`config.mk`:
```
export PLATFORM = sky130hd
export DESIGN_NAME = lqd_front_flat
export DESIGN_NICKNAME = d
export VERILOG_FILES = /design/src/lqd_pkg.sv /design/src/lqd_if.sv /design/src/lqd_front.sv /design/src/flat_wrapper.sv
export SDC_FILE = /design/constraint.sdc
export NUM_CORES = 1
export LEC_CHECK = 0
export BUFFER_PORTS_ARGS = -buffer_cell sky130_fd_sc_hd__buf_2
export CORE_ASPECT_RATIO = 0.6
export CORE_MARGIN = 3
export CORE_UTILIZATION = 55
export CTS_CLUSTER_DIAMETER = 40
export DETAILED_ROUTE_END_ITERATION = 10
export GPL_ROUTABILITY_DRIVEN = 0
export PLACE_DENSITY = 0.83
export SETUP_SLACK_MARGIN = 0.02
export SYNTH_ARGS = -nofsm -noshare
export SYNTH_HDL_FRONTEND = slang
export SYNTH_SLANG_ARGS = --single-unit
export TNS_END_PERCENT = 100
```
`constraint.sdc`:
```
create_clock -name clk -period 7.9 [get_ports clk]
set_input_delay 0.79 -clock clk [delete_from_list [all_inputs] [get_ports clk]]
set_output_delay 0.79 -clock clk [all_outputs]
set_load 0.005 [all_outputs]
```
`src/lqd_pkg.sv`:
```
// Shared types and constants of the least-loaded queue dispatcher.
package lqd_pkg;

    // Fixed field widths of the item and result channels.
    localparam int MODE_W   = 2;
    localparam int QNUM_W   = 4;
    localparam int TAG_IN_W = 16;
    localparam int PAGES_W  = 16;
    localparam int MIN_W    = 16;
    localparam int STATUS_W = 2;
    localparam int DONE_W   = 8;
    localparam int CFG_W    = 4;

    // Input modes as they arrive on the item channel.
    localparam logic [MODE_W-1:0] MODE_NAMED   = 2'd0;
    localparam logic [MODE_W-1:0] MODE_LEAST   = 2'd1;
    localparam logic [MODE_W-1:0] MODE_ADVANCE = 2'd2;

    // Operation classes handed from the front end to the engine.
    localparam int OP_W = 2;
    localparam logic [OP_W-1:0] OP_NAMED   = 2'd0;
    localparam logic [OP_W-1:0] OP_LEAST   = 2'd1;
    localparam logic [OP_W-1:0] OP_ADVANCE = 2'd2;
    localparam logic [OP_W-1:0] OP_NOP     = 2'd3;

    // Result status codes.
    localparam logic [STATUS_W-1:0] ST_OK      = 2'd0;
    localparam logic [STATUS_W-1:0] ST_BAD_Q   = 2'd1;
    localparam logic [STATUS_W-1:0] ST_DUP_TAG = 2'd2;
    localparam logic [STATUS_W-1:0] ST_FULL    = 2'd3;

    // One classified command waiting for the engine.
    typedef struct packed {
        logic [OP_W-1:0]     op;
        logic [QNUM_W-1:0]   queue_number;
        logic [TAG_IN_W-1:0] job_tag;
        logic [PAGES_W-1:0]  job_pages;
        logic [MIN_W-1:0]    minutes;
    } cmd_t;

endpackage

```
`src/lqd_if.sv`:
```
// Item and result channel interfaces of the dispatcher.
interface lqd_req_if;
    logic                         valid;
    logic                         ready;
    logic [lqd_pkg::MODE_W-1:0]   mode;
    logic [lqd_pkg::QNUM_W-1:0]   queue_number;
    logic [lqd_pkg::TAG_IN_W-1:0] job_tag;
    logic [lqd_pkg::PAGES_W-1:0]  job_pages;
    logic [lqd_pkg::MIN_W-1:0]    minutes;

    modport source (output valid, mode, queue_number, job_tag, job_pages, minutes,
                    input ready);
    modport sink (input valid, mode, queue_number, job_tag, job_pages, minutes,
                  output ready);
endinterface


```
`src/lqd_front.sv`:
```
// Front end: accepts items, classifies them and queues them for the engine.
module lqd_front (
    input  logic          clk,
    input  logic          rst_n,
    lqd_req_if.sink       req,
    output logic          cmd_valid,
    input  logic          cmd_ready,
    output lqd_pkg::cmd_t cmd
);

    lqd_pkg::cmd_t slot_reg [2];
    logic          wp_reg, wp_next;
    logic          rp_reg, rp_next;
    logic [1:0]    cnt_reg, cnt_next;
    lqd_pkg::cmd_t in_cmd;
    logic          push, pop;

    // Classify the incoming mode into an engine operation.
    always_comb
    begin
        in_cmd.queue_number = req.queue_number;
        in_cmd.job_tag      = req.job_tag;
        in_cmd.job_pages    = req.job_pages;
        in_cmd.minutes      = req.minutes;
        case (req.mode)
            lqd_pkg::MODE_NAMED:   in_cmd.op = lqd_pkg::OP_NAMED;
            lqd_pkg::MODE_LEAST:   in_cmd.op = lqd_pkg::OP_LEAST;
            lqd_pkg::MODE_ADVANCE: in_cmd.op = lqd_pkg::OP_ADVANCE;
            default:               in_cmd.op = lqd_pkg::OP_NOP;
        endcase
    end

    // Two-entry command queue between the front end and the engine.
    assign req.ready = (cnt_reg != 2'd2);
    assign cmd_valid = (cnt_reg != 2'd0);
    assign cmd       = slot_reg[rp_reg];
    assign push      = req.valid && req.ready;
    assign pop       = cmd_valid && cmd_ready;

    always_comb
    begin
        wp_next  = push ? ~wp_reg : wp_reg;
        rp_next  = pop ? ~rp_reg : rp_reg;
        cnt_next = cnt_reg + 2'(push) - 2'(pop);
    end

    always_ff @(posedge clk or negedge rst_n)
    begin
        if (!rst_n)
        begin
            wp_reg  <= 1'b0;
            rp_reg  <= 1'b0;
            cnt_reg <= 2'd0;
        end
        else
        begin
            wp_reg  <= wp_next;
            rp_reg  <= rp_next;
            cnt_reg <= cnt_next;
        end
    end

    // Command payload storage.
    always_ff @(posedge clk)
    begin
        if (push)
        begin
            slot_reg[wp_reg] <= in_cmd;
        end
    end

endmodule

```
`src/flat_wrapper.sv`:
```
// flat-port wrapper written by rule: the top's interface ports become plain ports
module lqd_front_flat 
  (clk, rst_n, cmd_valid, cmd_ready, cmd, req_valid, req_mode, req_queue_number, req_job_tag, req_job_pages, req_minutes, req_ready);
  lqd_req_if req_i ();
  input  logic clk;
  input  logic rst_n;
  output logic cmd_valid;
  input  logic cmd_ready;
  output lqd_pkg::cmd_t cmd;
  input wire logic [$bits(req_i.valid)-1:0] req_valid;
  input wire logic [$bits(req_i.mode)-1:0] req_mode;
  input wire logic [$bits(req_i.queue_number)-1:0] req_queue_number;
  input wire logic [$bits(req_i.job_tag)-1:0] req_job_tag;
  input wire logic [$bits(req_i.job_pages)-1:0] req_job_pages;
  input wire logic [$bits(req_i.minutes)-1:0] req_minutes;
  output wire logic [$bits(req_i.ready)-1:0] req_ready;
  assign req_i.valid = req_valid;
  assign req_i.mode = req_mode;
  assign req_i.queue_number = req_queue_number;
  assign req_i.job_tag = req_job_tag;
  assign req_i.job_pages = req_job_pages;
  assign req_i.minutes = req_minutes;
  assign req_ready = req_i.ready;
  lqd_front u_core (.clk(clk), .rst_n(rst_n), .req(req_i), .cmd_valid(cmd_valid), .cmd_ready(cmd_ready), .cmd(cmd));
endmodule
```
### After elaboration in Yosys (flattened, before gate mapping)

Memory sizes are Yosys's and may differ from the RTL's.
Index checks and enable logic that the tools add are counted.

| storage, ports and cells | value |
|---|---|
| flip-flop bits (word level) | 4 |
| bits in latches | 0 |
| memory bits (writable) | 108 |
| ROM bits | 0 |
| input bits | 58 |
| memories | 1 |

| cells by class | value |
|---|---|
| $add $sub $neg | 2 |
| multiply operators | 0 |
| divide/modulo/power cells | 0 |
| $lt $le $gt $ge | 0 |
| eq/ne operators | 3 |
| shifts and indexed selects | 0 |
| muxes and demuxes | 3 |
| bitwise gates (word level) | 2 |
| reductions and logical operators | 4 |

Memories:

| memory | depth | width | read ports | clocked after Yosys merged registers in | wr ports | RTL line | RTL |
|---|---|---|---|---|---|---|---|
| u_core.slot_reg | 2 | 54 | 1 | 0 | 1 | lqd_front.sv:11 | `lqd_pkg::cmd_t slot_reg [2];` |

Operators with widths:

| kind | number |
|---|---|
| case mux 2 bit (3 select lines) | 1 |
| adder 2 x 1 -> 2 bit | 1 |
| == test 2 x 1 -> 1 bit, second input constant | 1 |
| == test 2 bit, second input constant | 1 |
| logical AND 1 bit | 2 |
| zero test 2 bit | 1 |
| 2-to-1 mux 1 bit | 2 |
| != test 2 bit, second input constant | 1 |
| inverter 1 bit | 2 |
| nonzero test 2 bit | 1 |
| subtractor 2 x 1 -> 2 bit | 1 |

### Depth between registers and ports, before layout

Gate-level depths: netlist of the first run.

| logic depth | value |
|---|---|
| depth in word-level cells | 4 |
| mapped depth | 7 |
| gate-level depth less buffers | 7 |

### Least setup slack after synthesis of the first run

Ideal clock, no wire load.

| timing path | value |
|---|---|
| kind | input-to-reg |
| start | input req_valid |
| end | memory u_core.slot_reg[0][0] (netlist bit) (enable) |
| arrival | 3.142 ns |
| data required time | 7.434 ns |
| setup slack | 4.292 ns |
| cell stages on the path | 2 |
| buffers on the path | 0 |
| cells stage by stage | nand2_1 > nor2_1 |

| on the way | value |
|---|---|
| longest elaborated chain between the ends | 3 |

Ends and longest elaborated chain:

| what | RTL line | RTL |
|---|---|---|
| start: declaration | flat_wrapper.sv:10 | `input wire logic [$bits(req_i.valid)-1:0] req_valid;` |
| logical AND 1 bit | lqd_front.sv:37 | `assign push = req.valid && req.ready;` |
| 2-to-1 mux 1 bit | lqd_front.sv:66 | `if (push)` |
| 2-to-1 mux 1 bit (not written as such) | lqd_front.sv:68 | `slot_reg[wp_reg] <= in_cmd;` |
| end: declaration | lqd_front.sv:11 |  |

Every way passes these cells.

==> results.md, run 1 <==
- The flow ran to the end, and the final reports show no timing, DRC or antenna violations.
- The critical path goes through mux2_2 > buf_2.
- The later pin in the worst-skew pair is clocked with a latency of 0.34 ns.
- The master of the slowest instance on the critical path is dfrtp_4.
- The global route total overflow is 0.
- For this block, wires on met1 add up to 2951 um.
- The capturing element type of the critical path is a primary output.
- The path type of the worst min-delay path is input port to asynchronous set/reset pin.
- The type of the worst setup path is flop to primary output.
- The die covers 0.009068 mm2.
- Counting both buffers and inverters, the worst setup path holds a total of 1.
- The total of max-cap violations is 0.
- The worst slew slack as a fraction of its limit is 32.62%.
- The root buffer cell is clkbuf_16.
- The number of rows created at floorplan is 24.
- The synthesized area per cell is 23.07 um2.
- The floorplan die width is 121.0 um.
- The origin of the critical flop-to-flop path is u_core.cnt_reg[1].
- Counting the buffers created by CTS gives 9.
- Across all layers, the routed design uses 2044 vias.
- Summed over all failing endpoints, the final setup total negative slack is 0 ns.
- The synthesis-stage register bit count is 112.
- The HPWL after detailed placement is 4655 um.
- Global routing consumed, over all layers together, 15.83% of the routing resources.
- The start point of the critical path is u_core.rp_reg.
- VDD sags by at most 0.0002300 V.
- The final hold violation count was 0.
- Synthesis produced 189 cells.
- The area growth from synthesis to layout is 20.46%.
- The number of flip-flops under the largest register name is 108.
- The Yosys step of the flow raised 0 warnings.
- In this design, the stage delay of the slowest critical-path cell is 1.04 ns.
- The final setup violation count is 0.
- The top-level port count is 114.
- Across the routed clock network, the largest skew measured is 0.007552 ns.
- The count of non-filler cells in the finished layout is 416.
- The library cells used most frequently in the layout, excluding fill and tap cells, are 113 x buf_2, 108 x edfxtp_1, 49 x mux2_4.
- The hold buffer count at CTS is 0.
- The number of buffers added on ports is 113.
- The slew of the pin with the lowest slew margin is 1.011 ns.
- The wire length on met2 is 3205 um.
- After detailed placement, the design holds a cell count of 400.
- The routed wire length is 6877 um.
- The H-tree was split into 3 levels.
- Timing would allow up to 359.3 MHz.
- The number of clock sinks is 112.
- The data required time at the worst endpoint is 7.11 ns.
- The max-slew violation count is 0.
- The die is 74.97 um tall.
- The startpoint kind of the worst setup timing path is a flop.
- The sequential element share of the synthesized area is 76.67%.
- The shortest period the worst path allows is 2.783 ns.
- The number of gates resized after CTS was 0.
- The largest buffer count on any clock path is 2.
- The number of nets handed over by synthesis was 249.
- The synthesized area is 0.004360 mm2.
- The net total in the final layout is 367.
- In this run the static leakage power is 2.124 nW.
- The detail route stage leaves a number of antenna-violating nets equal to 0.
- The number of global-route vias before repair came to 2154.
- Routed signal wires occupy layers up through met4.
- The wire length of the first global-routing pass is 10610 um.
- The initial utilization of the core area, before any placement, comes to 58.32%.
- The core occupancy in the finished layout is 70.25%.
- The maximum fanout encountered on the critical timing path is 55.
- The library cell used most frequently in the layout, excluding fill and tap cells, is buf_2.
- The count of unresolved DRC violations after routing is 0.
- Using the TritonRoute via totals, the vias-per-cell ratio works out to 4.913.
- The number of diodes is 0.
- The tightest hold path in the finished design has a slack of 0.2512 ns.
- The number of setup buffers added after CTS is 0.
- The number of antenna violations at the first check in global routing is 0.
- The power per standard cell area is 356.8 mW/mm2.
- The core outline area is 0.007477 mm2.
- For this block, the initial DRC count from the detailed router was 98.
- The TritonCTS clock tree is done.
- The cell family with the largest share of critical-path delay is flip-flops.
- Data arrives at the worst endpoint at 1.99 ns.
- After synthesis, the netlist uses 17 different library cells.
- Dividing the detail-routed wire length by the instance count gives 16.53 um.
- Setup repair after global routing left no endpoint under its margin.
- Before antenna repair, the detailed router went through 4 iterations.
- Entering global routing, the biggest net connects 56 pins.
- The share of post-route cells with drive strength above 1 is 59.94%.
- In the detailed route, the total length drawn on met3 is 628 um.
- Dividing the final minimum period by the clock period gives 35.23%.
- Clock-pin slew was measured on the worst setup and hold paths at 0.07 ns.
cell type report:
class / count / area, um2
Tap cell: 104 / 130.1
Multi-Input combinational cell: 66 / 895.9
Timing Repair Buffer: 115 / 580.6
Clock buffer: 9 / 225.2
Fill cell: 478 / 2225
Inverter: 3 / 11.26
Clock inverter: 7 / 62.56
Sequential cell: 112 / 3347
Yosys cell counts:
| master | n | area share [%] |
|---|---|---|
| and2_4 | 1 | 0.20 |
| and3_1 | 1 | 0.14 |
| buf_12 | 5 | 2.3 |
| buf_6 | 1 | 0.26 |
| clkbuf_1 | 2 | 0.17 |
| dfrtp_1 | 4 | 2.3 |
| edfxtp_1 | 108 | 74 |
| ha_1 | 2 | 0.57 |
| inv_1 | 3 | 0.26 |
| mux2_2 | 5 | 1.3 |
| mux2_4 | 49 | 17 |
| nand2_1 | 1 | 0.086 |
| nand2b_1 | 1 | 0.14 |
| nor2_1 | 1 | 0.086 |
| or2_1 | 1 | 0.14 |
| xnor2_1 | 3 | 0.60 |
| xor2_1 | 1 | 0.20 |
final timing paths:
check                                    endpoint  slack (ns)  cells after the start
setup / recovery                          cmd[51]        5.12                      2
hold / removal                      u_core.wp_reg        0.25                      1
setup reg to reg           u_core.slot_reg[0][21]        5.82                      4
hold reg to reg                 u_core.cnt_reg[1]        0.50                      1
max in group asynchronous           u_core.rp_reg        7.50                      1
min in group clk                u_core.cnt_reg[1]        0.50                      1
metal layers:
| layer | GRT usage [%] | vias up |
|---|---|---|
| li1 | - | 968 |
| met1 | 20.12 | 987 |
| met2 | 24.72 | 81 |
| met3 | 6.832 | 8 |
| met4 | 6.030 | 0 |
| met5 | 0 | - |
metrics by stage:
stage	area (um2)	power [W]	setup slack [ns]
CTS	5253	0.001900	5.090
finish	5253	0.001874	5.117
floorplan	4360	0.001311	4.292
detailed placement	4965	0.001470	5.419
global placement	4965	0.001454	5.467
global route	5253	0.001968	5.043
report_power, final:
part / total (W) / switching, W / internal, W / leakage (nW)
combinational: 0.000521 / 0.000197 / 0.000324 / 0.939
sequential: 0.000925 / 0.000110 / 0.000815 / 1.05
clock: 0.000428 / 0.000186 / 0.000242 / 0.136
cell families after synthesis:
kind of cell,synth area share (%)
AND/OR/NAND/NOR,0.8036
flip-flops,76.67
buffers and inverters,2.984
multiplexers,18.16
XOR/XNOR,0.8036
adder cells (fa/ha/maj),0.5738
(Power assumes the default switching activity.)
==> run 2: changes to the inputs <==
--- a/config.mk
+++ b/config.mk
@@ -5,14 +5,15 @@
 export SDC_FILE = /design/constraint.sdc
 export NUM_CORES = 1
 export LEC_CHECK = 0
+export ABC_AREA = 1
 export BUFFER_PORTS_ARGS = -buffer_cell sky130_fd_sc_hd__buf_2
 export CORE_ASPECT_RATIO = 0.6
 export CORE_MARGIN = 3
-export CORE_UTILIZATION = 55
+export CORE_UTILIZATION = 47
 export CTS_CLUSTER_DIAMETER = 40
 export DETAILED_ROUTE_END_ITERATION = 10
 export GPL_ROUTABILITY_DRIVEN = 0
-export PLACE_DENSITY = 0.83
+export PLACE_DENSITY = 0.76
 export SETUP_SLACK_MARGIN = 0.02
 export SYNTH_ARGS = -nofsm -noshare
 export SYNTH_HDL_FRONTEND = slang
==> constraint.sdc (replaced) <==
create_clock -name clk -period 2.48 [get_ports clk]
set_input_delay 0.248 -clock clk [delete_from_list [all_inputs] [get_ports clk]]
set_output_delay 0.248 -clock clk [all_outputs]
set_load 0.005 [all_outputs]
==> run 2 against run 1 <==
  * Clock skew shrank 0.0041 ns
  * Count of clock-buffer cells in the layout is 1 higher
  * Sequential share of layout area is 0.74 points higher
  * Synthesized area decreased by 3.9%
  * Combinational power grew to 3.5 times the previous value
  * Routed wire length increased by 20%
  * Synthesized cell count up 67%
  * Register-to-register slack got worse by 5.0 ns
  * Largest cell class unchanged
  * Final cell count up 31%
  * Setup slack worse by 4.5 ns
==> results.md, run 2 <==
- The clock group share of total power is 24.8%.
- The H-tree generated during clock tree synthesis spans 3 levels.
- For the worst setup path, the data required time is 2.23 ns.
- The delay of the slowest cell on the worst path is 0.50 ns.
- Input and output buffers added on the ports amount to 113.
- Summed over all failing endpoints, the final setup total negative slack is 0 ns.
- The post-route clock skew is 0.003461 ns.
- The path type of the worst min-delay path is input port to flop.
- Summed over all layers, the routed wires come to 8247 um.
- 114 I/O pins were placed.
- The number of warnings reported in the yosys synthesis log is 0.
- Measured along the y axis, the die boundary spans 79.14 um.
- The worst-case vdd ir drop is 0.0005805 V.
- The register with the most flip-flops in the layout has 108 of them.
- The logic gate share of total power is 30.6%.
- The TritonCTS clock tree is done.
- The post-synthesis mux area share is 0%.
- The startpoint identified for the worst hold timing path is req_minutes[4].
- The die outline area is 0.01012 mm2.
- The worst slew slack as a fraction of its limit is 60.52%.
- The number of diodes is 0.
- After synthesis, the largest family of logic cells by area is simple AND/OR/NAND/NOR gates.
- Dividing total power by cell area gives a power density of 1156 mW/mm2.
- Clock-pin slew was measured on the worst setup and hold paths at 0.07 ns.
- The signal on the critical path passes through buf_4 > nand2_1 > nand2_1 > buf_2.
- By count the netlist is led by 175 x nand2_1, 108 x edfxtp_1, 9 x inv_1, 5 x buf_2, 5 x clkbuf_8.
- The analysis attributes to cell leakage a power of 2.288 nW.
- The worst path needs 1.827 ns of the cycle, external delays included.
- The achievable frequency is 547.4 MHz.
- The capturing element type of the critical path is a primary output.
- The final hold violation count was 0.
- The HPWL after detailed placement is 5300 um.
- In the synthesized netlist the dominant register cell turns out to be edfxtp_1.
- Internal power comes to 0.004135 W.
- The initial utilization of the core area, before any placement, comes to 50.74%.
- In this design, the critical path's most frequently occurring cell is nand2_1.
- For hold timing, the worst endpoint is u_core.slot_reg[0][4].
- The number of antenna violations at the first check in global routing is 1.
- The share of Yosys cell area claimed by the top area cell type is 77.40%.
- The count of unresolved DRC violations after routing is 0.
- The number of global-route vias before repair is 2566.
- The average instance in the mapped netlist occupies 13.26 um2.
- Post-CTS repair changed the size of 0 cells.
- The maximum number of pins on one net before global-route repair is 56.
- The largest total area in the synthesized netlist belongs to edfxtp_1.
- By instance count, the leading cell after synthesis is nand2_1.
- The number of clock buffers inserted by TritonCTS is 9.
- The sequential element share of the synthesized area is 79.79%.
- The depth of the worst register-to-register path is 4.
- The post-synthesis simple-gate area fraction is 16.12%.
- Setup repair after global routing left no endpoint under its margin.
- The number of setup buffers added after CTS is 0.
- The growth of design area from synthesis to finish is 23.83%.
- The origin of the critical flop-to-flop path is u_core.wp_reg.
- In this run the power spent charging and discharging nets is 0.001866 W.
- The floorplan step set the die width to 127.9 um.
- Counting flops with a built-in enable in the synthesized netlist gives 108.
- The region available for standard cell placement spans 0.008258 mm2.
- The number of routed nets with antenna violations is 0.
- The root buffer cell is clkbuf_16.
- Across all hold checks on the routed design, the worst slack comes to 0.09223 ns.
- The synthesis-stage register bit count is 112.
- The net total in the final layout is 493.
- The overall global routing resource usage is 16.95%.
- The end of the worst register-to-register path is u_core.slot_reg[0][47].
- Along the worst hold path, the cell count comes to 1.
- The pre-antenna-repair detailed-routing pass consisted of 4 iterations.
- The worst setup path is launched from a flop.
- The setup slack of the critical path after layout is 0.6532 ns.
- Of all nets on the critical path, the largest fanout is 55.
- The total number of vias is 2616.
- The average vias per placed instance is 4.791.
- The share of the clock period used by the worst path after layout is 73.66%.
- The clock network latency to the later pin of the worst-skew pair is 0.34 ns.
- In this run, the number of DRC markers left after iteration 0 of detailed routing was 234.
- The fraction of power spent switching nets is 31.09%.
- The max-slew violation count is 0.
- The total of max-cap violations is 0.
- The library cells used most frequently in the layout, excluding fill and tap cells, are 175 x nand2_1, 113 x buf_2, 108 x edfxtp_1.
- Synthesis handed over a netlist of 316 instances.
- Summing the areas of all compound-gate instances in the mapped netlist gives 0% of the synthesized area.
- The type of the worst setup path is flop to primary output.
- In the final routed layout, each cell accounts on average for 15.10 um.
- In the final layout, the share of cells above drive strength 1 is 31.28%.
- The data arrival time of the critical path is 1.58 ns.
- The relative contribution of sequential cells to total power is 44.6%.
- The slew of the pin with the lowest slew margin is 0.5922 ns.
- The final setup violation count is 0.
- The total chip power is 0.006000 W.
- The master of the slowest instance on the critical path is buf_4.
- The net count of the mapped netlist is 376.
- After Yosys synthesis, full adders, half adders and majority gates account for 0.5972% of the synthesized area.
- The cell area that synthesis handed to floorplanning was 0.004190 mm2.
- The library cell used most frequently in the layout, excluding fill and tap cells, is nand2_1.
- The register-to-register setup slack is 0.85 ns.
- Timing analysis after detailed placement gives a worst setup slack of 0.8437 ns.
- The run finished with clean final reports.
- The hold buffer count at CTS is 1.
- Summing the areas of all xor and xnor instances in the mapped netlist gives 0% of the synthesized area.
- The number of clock sinks is 112.
- In the post-synthesis netlist, the biggest area contributors are edfxtp_1 77%, nand2_1 16%, dfrtp_1 2.4%.
- The async set or reset register ratio after synthesis is 3.571%.
- The wire length of the first global-routing pass is 12740 um.
- The global route total overflow is 0.
- The number of distinct library cells after synthesis is 12.
- The largest buffer count on any clock path is 2.
- In this run the core area contains 25 standard-cell rows.
run 2: cell types whose count changed in the layout (fill, tap and decap cells not counted), moves of 5 or more:
cell / before / now
nand2_1: 1 / 175
mux2_4: 49 / 0
inv_1: 3 / 8
mux2_2: 5 / 0
run 2: worst max-delay path by stage:
stage | end | start | slack (ns) | depth (start not counted)
4_1_cts | cmd[8] | u_core.rp_reg | 0.62 | 4
2_1_floorplan | u_core.slot_reg[1][0] | u_core.cnt_reg[1] | 0.07 | 3
5_1_grt | cmd[5] | u_core.rp_reg | 0.47 | 4
6_report | cmd[11] | u_core.rp_reg | 0.65 | 4
3_3_place_gp | u_core.slot_reg[0][39] | u_core.wp_reg | 0.87 | 4
3_5_place_dp | u_core.slot_reg[0][39] | u_core.wp_reg | 0.84 | 4
run 2: power groups by stage:
stage / Sequential [W] / Clock (W) / Combinational, W
2_1_floorplan: 0.00271 / 0 / 0.00107
4_1_cts: 0.00268 / 0.00152 / 0.00188
6_report: 0.00268 / 0.00149 / 0.00184
3_3_place_gp: 0.00270 / 0 / 0.00184
5_1_grt: 0.00271 / 0.00160 / 0.00210
3_5_place_dp: 0.00272 / 0 / 0.00186
run 2: routing by layer:
metal	vias up	share of wire [%]	GRT usage, %
met5	-	0.16	0
met4	2	1.4	5.720
met3	12	9.0	6.586
met2	99	45	25.89
met1	1221	45	22.38
li1	1282	-	-
run 2: kinds of logic after synthesis:
kind of cell               count (synthesis)
adders and majority gates                  2
DFF                                      112
and+or+nand+nor                          179
buffers and inverters                     23
run 2: stage by stage:
step | cells | area, um2 | util [%]
after detailed placement | 529 | 4866 | 58.92
after CTS | 546 | 5189 | 62.83
after floorplan | 316 | 4193 | -
final | 546 | 5189 | 62.83
after global placement | 529 | 4866 | 58.92
after global routing | 546 | 5189 | 62.83
run 2: final cells by class:
cell class	instances	area, um2
clock buffers	10	229.0
repair buffers	119	650.6
clock inverters	6	83.83
multi-input cells	181	708.2
well taps	108	135.1
flip-flops and latches	112	3344
fillers	654	3069
inverters	10	37.54
run 2: worst max-delay path: cells and delay by family, from the launching register on:
kind | cells | cell delay (ns)
AND/OR/NAND/NOR | 2 | 0.23
buffers and inverters | 2 | 0.63
flip-flops | 1 | 0.36
==> run 3: changes to the inputs <==
--- a/config.mk
+++ b/config.mk
@@ -9,11 +9,11 @@
 export BUFFER_PORTS_ARGS = -buffer_cell sky130_fd_sc_hd__buf_2
 export CORE_ASPECT_RATIO = 0.6
 export CORE_MARGIN = 3
-export CORE_UTILIZATION = 47
+export CORE_UTILIZATION = 52
 export CTS_CLUSTER_DIAMETER = 40
 export DETAILED_ROUTE_END_ITERATION = 10
 export GPL_ROUTABILITY_DRIVEN = 0
-export PLACE_DENSITY = 0.76
+export PLACE_DENSITY = 0.79
 export SETUP_SLACK_MARGIN = 0.02
 export SYNTH_ARGS = -nofsm -noshare
 export SYNTH_HDL_FRONTEND = slang
==> constraint.sdc (replaced) <==
create_clock -name clk -period 1.7 [get_ports clk]
set_input_delay 0.17 -clock clk [delete_from_list [all_inputs] [get_ports clk]]
set_output_delay 0.17 -clock clk [all_outputs]
set_load 0.005 [all_outputs]
==> run 3 against run 2 <==
  * Combinational power up 51%
  * Non-clock buffer count up 6
  * Sequential cell count unchanged
  * Critical path depth unchanged
  * Cell area up 0.60%
  * Clock skew about the same
==> results.md, run 3 (synthesis gave the netlist of run 2 again) <==
- The flow ran to the end, and the final reports show no timing, DRC or antenna violations.
- The worst setup path is launched from a flop.
- In the layout the commonest cells are 173 x nand2_1, 113 x buf_2, 108 x edfxtp_1.
- The HPWL after detailed placement is 5314 um.
- Clock skew on the completed layout was measured at 0.003930 ns.
- The final setup violation count is 0.
- The number of clock sinks is 112.
- The level count of the clock H-tree is 3.
- The total area of sequential cells is 0.003344 mm2.
- The maximum fanout encountered on the critical timing path is 28.
- The floorplan die width is 121.9 um.
- The die covers 0.009207 mm2.
- The worst setup path is of the flop to primary output kind.
- The wire length of the first global-routing pass is 12010 um.
- The routed wire length is 8069 um.
- The share of post-route cells with drive strength above 1 is 31.98%.
- The core outline area is 0.007537 mm2.
- The power per standard cell area is 1637 mW/mm2.
- The detailed router's first-iteration violation count is 149.
- Buffers inserted during clock tree synthesis total 9.
- The worst setup path is captured at a primary output.
- The total number of vias is 2633.
- Walking the worst path, the cells encountered are buf_4 > nand2_1 > nand2_1 > buf_2.
- The share of the clock period used by the worst path after layout is 88.54%.
- The TritonCTS clock tree is done.
- The number of buffers added on ports is 113.
- The maximum number of pins on one net before global-route repair is 32.
- The register with the most flip-flops in the layout has 108 of them.
- For this configuration, the core starts out at a cell density of 55.59%.
- The max-slew violation count came to 0.
- The number of routed nets with antenna violations is 0.
- The chip height is 75.54 um.
- The routed wire length per instance is 14.72 um.
- The number of antenna violations at the first check in global routing is 0.
- Fill cells in the final layout number 557.
- In this run the cell area measured after placement is 0.004910 mm2.
- On the worst path, the slowest cell contributes a delay of 0.38 ns.
- The clock transition time at the flip-flop clock pins of the worst setup and hold paths is 0.07 ns.
- The top-level port count is 114.
- In this run the static leakage power is 2.274 nW.
- The initialized floorplan defines 24 standard-cell rows.
- Timing would allow up to 664.4 MHz.
- The growth of design area from synthesis to finish is 24.57%.
- The min-delay analysis places its worst path in the category input port to flop.
- The net total in the final layout is 499.
- The final hold violation count is 0.
- The shortest period the worst path allows is 1.505 ns.
- The clock network latency to the later pin of the worst-skew pair is 0.34 ns.
- The master of the slowest instance on the critical path is dfrtp_2.
- The most frequent cell on the critical path is nand2_1.
- The length of the first detailed-routing pass in iterations is 4.
- The worst path buffer plus inverter count is 2.
- Global routing used 17.81% of the available tracks across all layers.
- Across all setup checks in the final design, the least slack found is 0.1948 ns.
- Across the run, the number of max-cap violations was 0.
- Leaving out fill and tap cells, the most frequent cell in the layout is nand2_1.
- The number of setup buffers added after CTS is 0.
- In the routed design, unresolved DRC markers number 0.
- Once layout is done, the placed cells without fillers occupy 0.005220 mm2.
- The average vias per placed instance is 4.805.
- In this run the deepest clock path goes through 2 buffers.
- The multi-input logic area is 718.2 um2.
- The data arrival time of the critical path is 1.34 ns.
- For the final routed database, the setup TNS stands at 0 ns.
- The tree is rooted in a clkbuf_16.
- Setup repair after global routing left no endpoint under its margin.
- Across the VDD grid, the largest voltage drop is 0.0009078 V.
- On the critical path the largest part of the delay comes from buffers and inverters.
- The number of global-route vias before repair is 2515.
- The number of diodes is 0.
- At the placement stage, the worst setup path has a slack of 0.2838 ns.
- Headroom to the max-slew limit came out at 79.36%.
- The data required time at the worst endpoint is 1.53 ns.
- After global routing the overflow that remains totals 0.
- At the pin with the least slew margin, the transition time is 0.3095 ns.
## run 3: metrics by stage
| stage | power, W | hold WS, ns | utilization, % | instances |
|---|---|---|---|---|
| 4_1_cts | 0.008640 | 0.0001040 | 68.81 | 545 |
| 3_3_place_gp | 0.006673 | -0.02377 | 65.14 | 528 |
| 3_5_place_dp | 0.006773 | -0.02311 | 65.14 | 528 |
| 5_1_grt | 0.009117 | 0.003303 | 69.26 | 548 |
| 2_1_floorplan | 0.005540 | -0.1256 | - | 316 |
| 6_report | 0.008545 | 0.01734 | 69.26 | 548 |
## run 3: final cells by class
class / instances / share of cell area, %
inverter: 10 / 0.7910
timing repair buffer: 125 / 13.78
sequential: 112 / 64.07
tap: 104 / 2.493
clock inverter: 5 / 0.6472
clock buffer: 11 / 4.458
multi-input combinational: 181 / 13.76
## run 3: power by group
part           switching, W  internal (W)
Clock              0.000869      0.000989
Combinational       0.00171       0.00106
Sequential         0.000157       0.00376
## run 3: path summary, 6_finish.rpt
check / startpoint / to / slack [ns] / cells past startpoint
setup reg to reg: u_core.cnt_reg[1] / u_core.cnt_reg[1] / 0.25 / 10
setup / recovery: u_core.rp_reg / cmd[10] / 0.19 / 4
hold / removal: req_minutes[6] / u_core.slot_reg[1][6] / 0.02 / 1
hold reg to reg: u_core.wp_reg / u_core.wp_reg / 0.49 / 2
min in group asynchronous: rst_n / u_core.cnt_reg[1] / 0.18 / 2
max in group asynchronous: rst_n / u_core.rp_reg / 1.39 / 2
## run 3: per-layer routing
| layer | routed length [um] | track usage [%] | vias to the layer above |
|---|---|---|---|
| met5 | 0 | 0 | - |
| met4 | 56 | 5.217 | 0 |
| met3 | 677 | 7.567 | 7 |
| met2 | 3758 | 28.42 | 100 |
| met1 | 3577 | 22.89 | 1228 |
| li1 | - | - | 1298 |
## run 3: repair_timing
item,CTS,global route
hold buffers,1,3
endpoints found under the setup margin,0,1
hold endpoints to repair,4,6
gates resized for setup,0,1
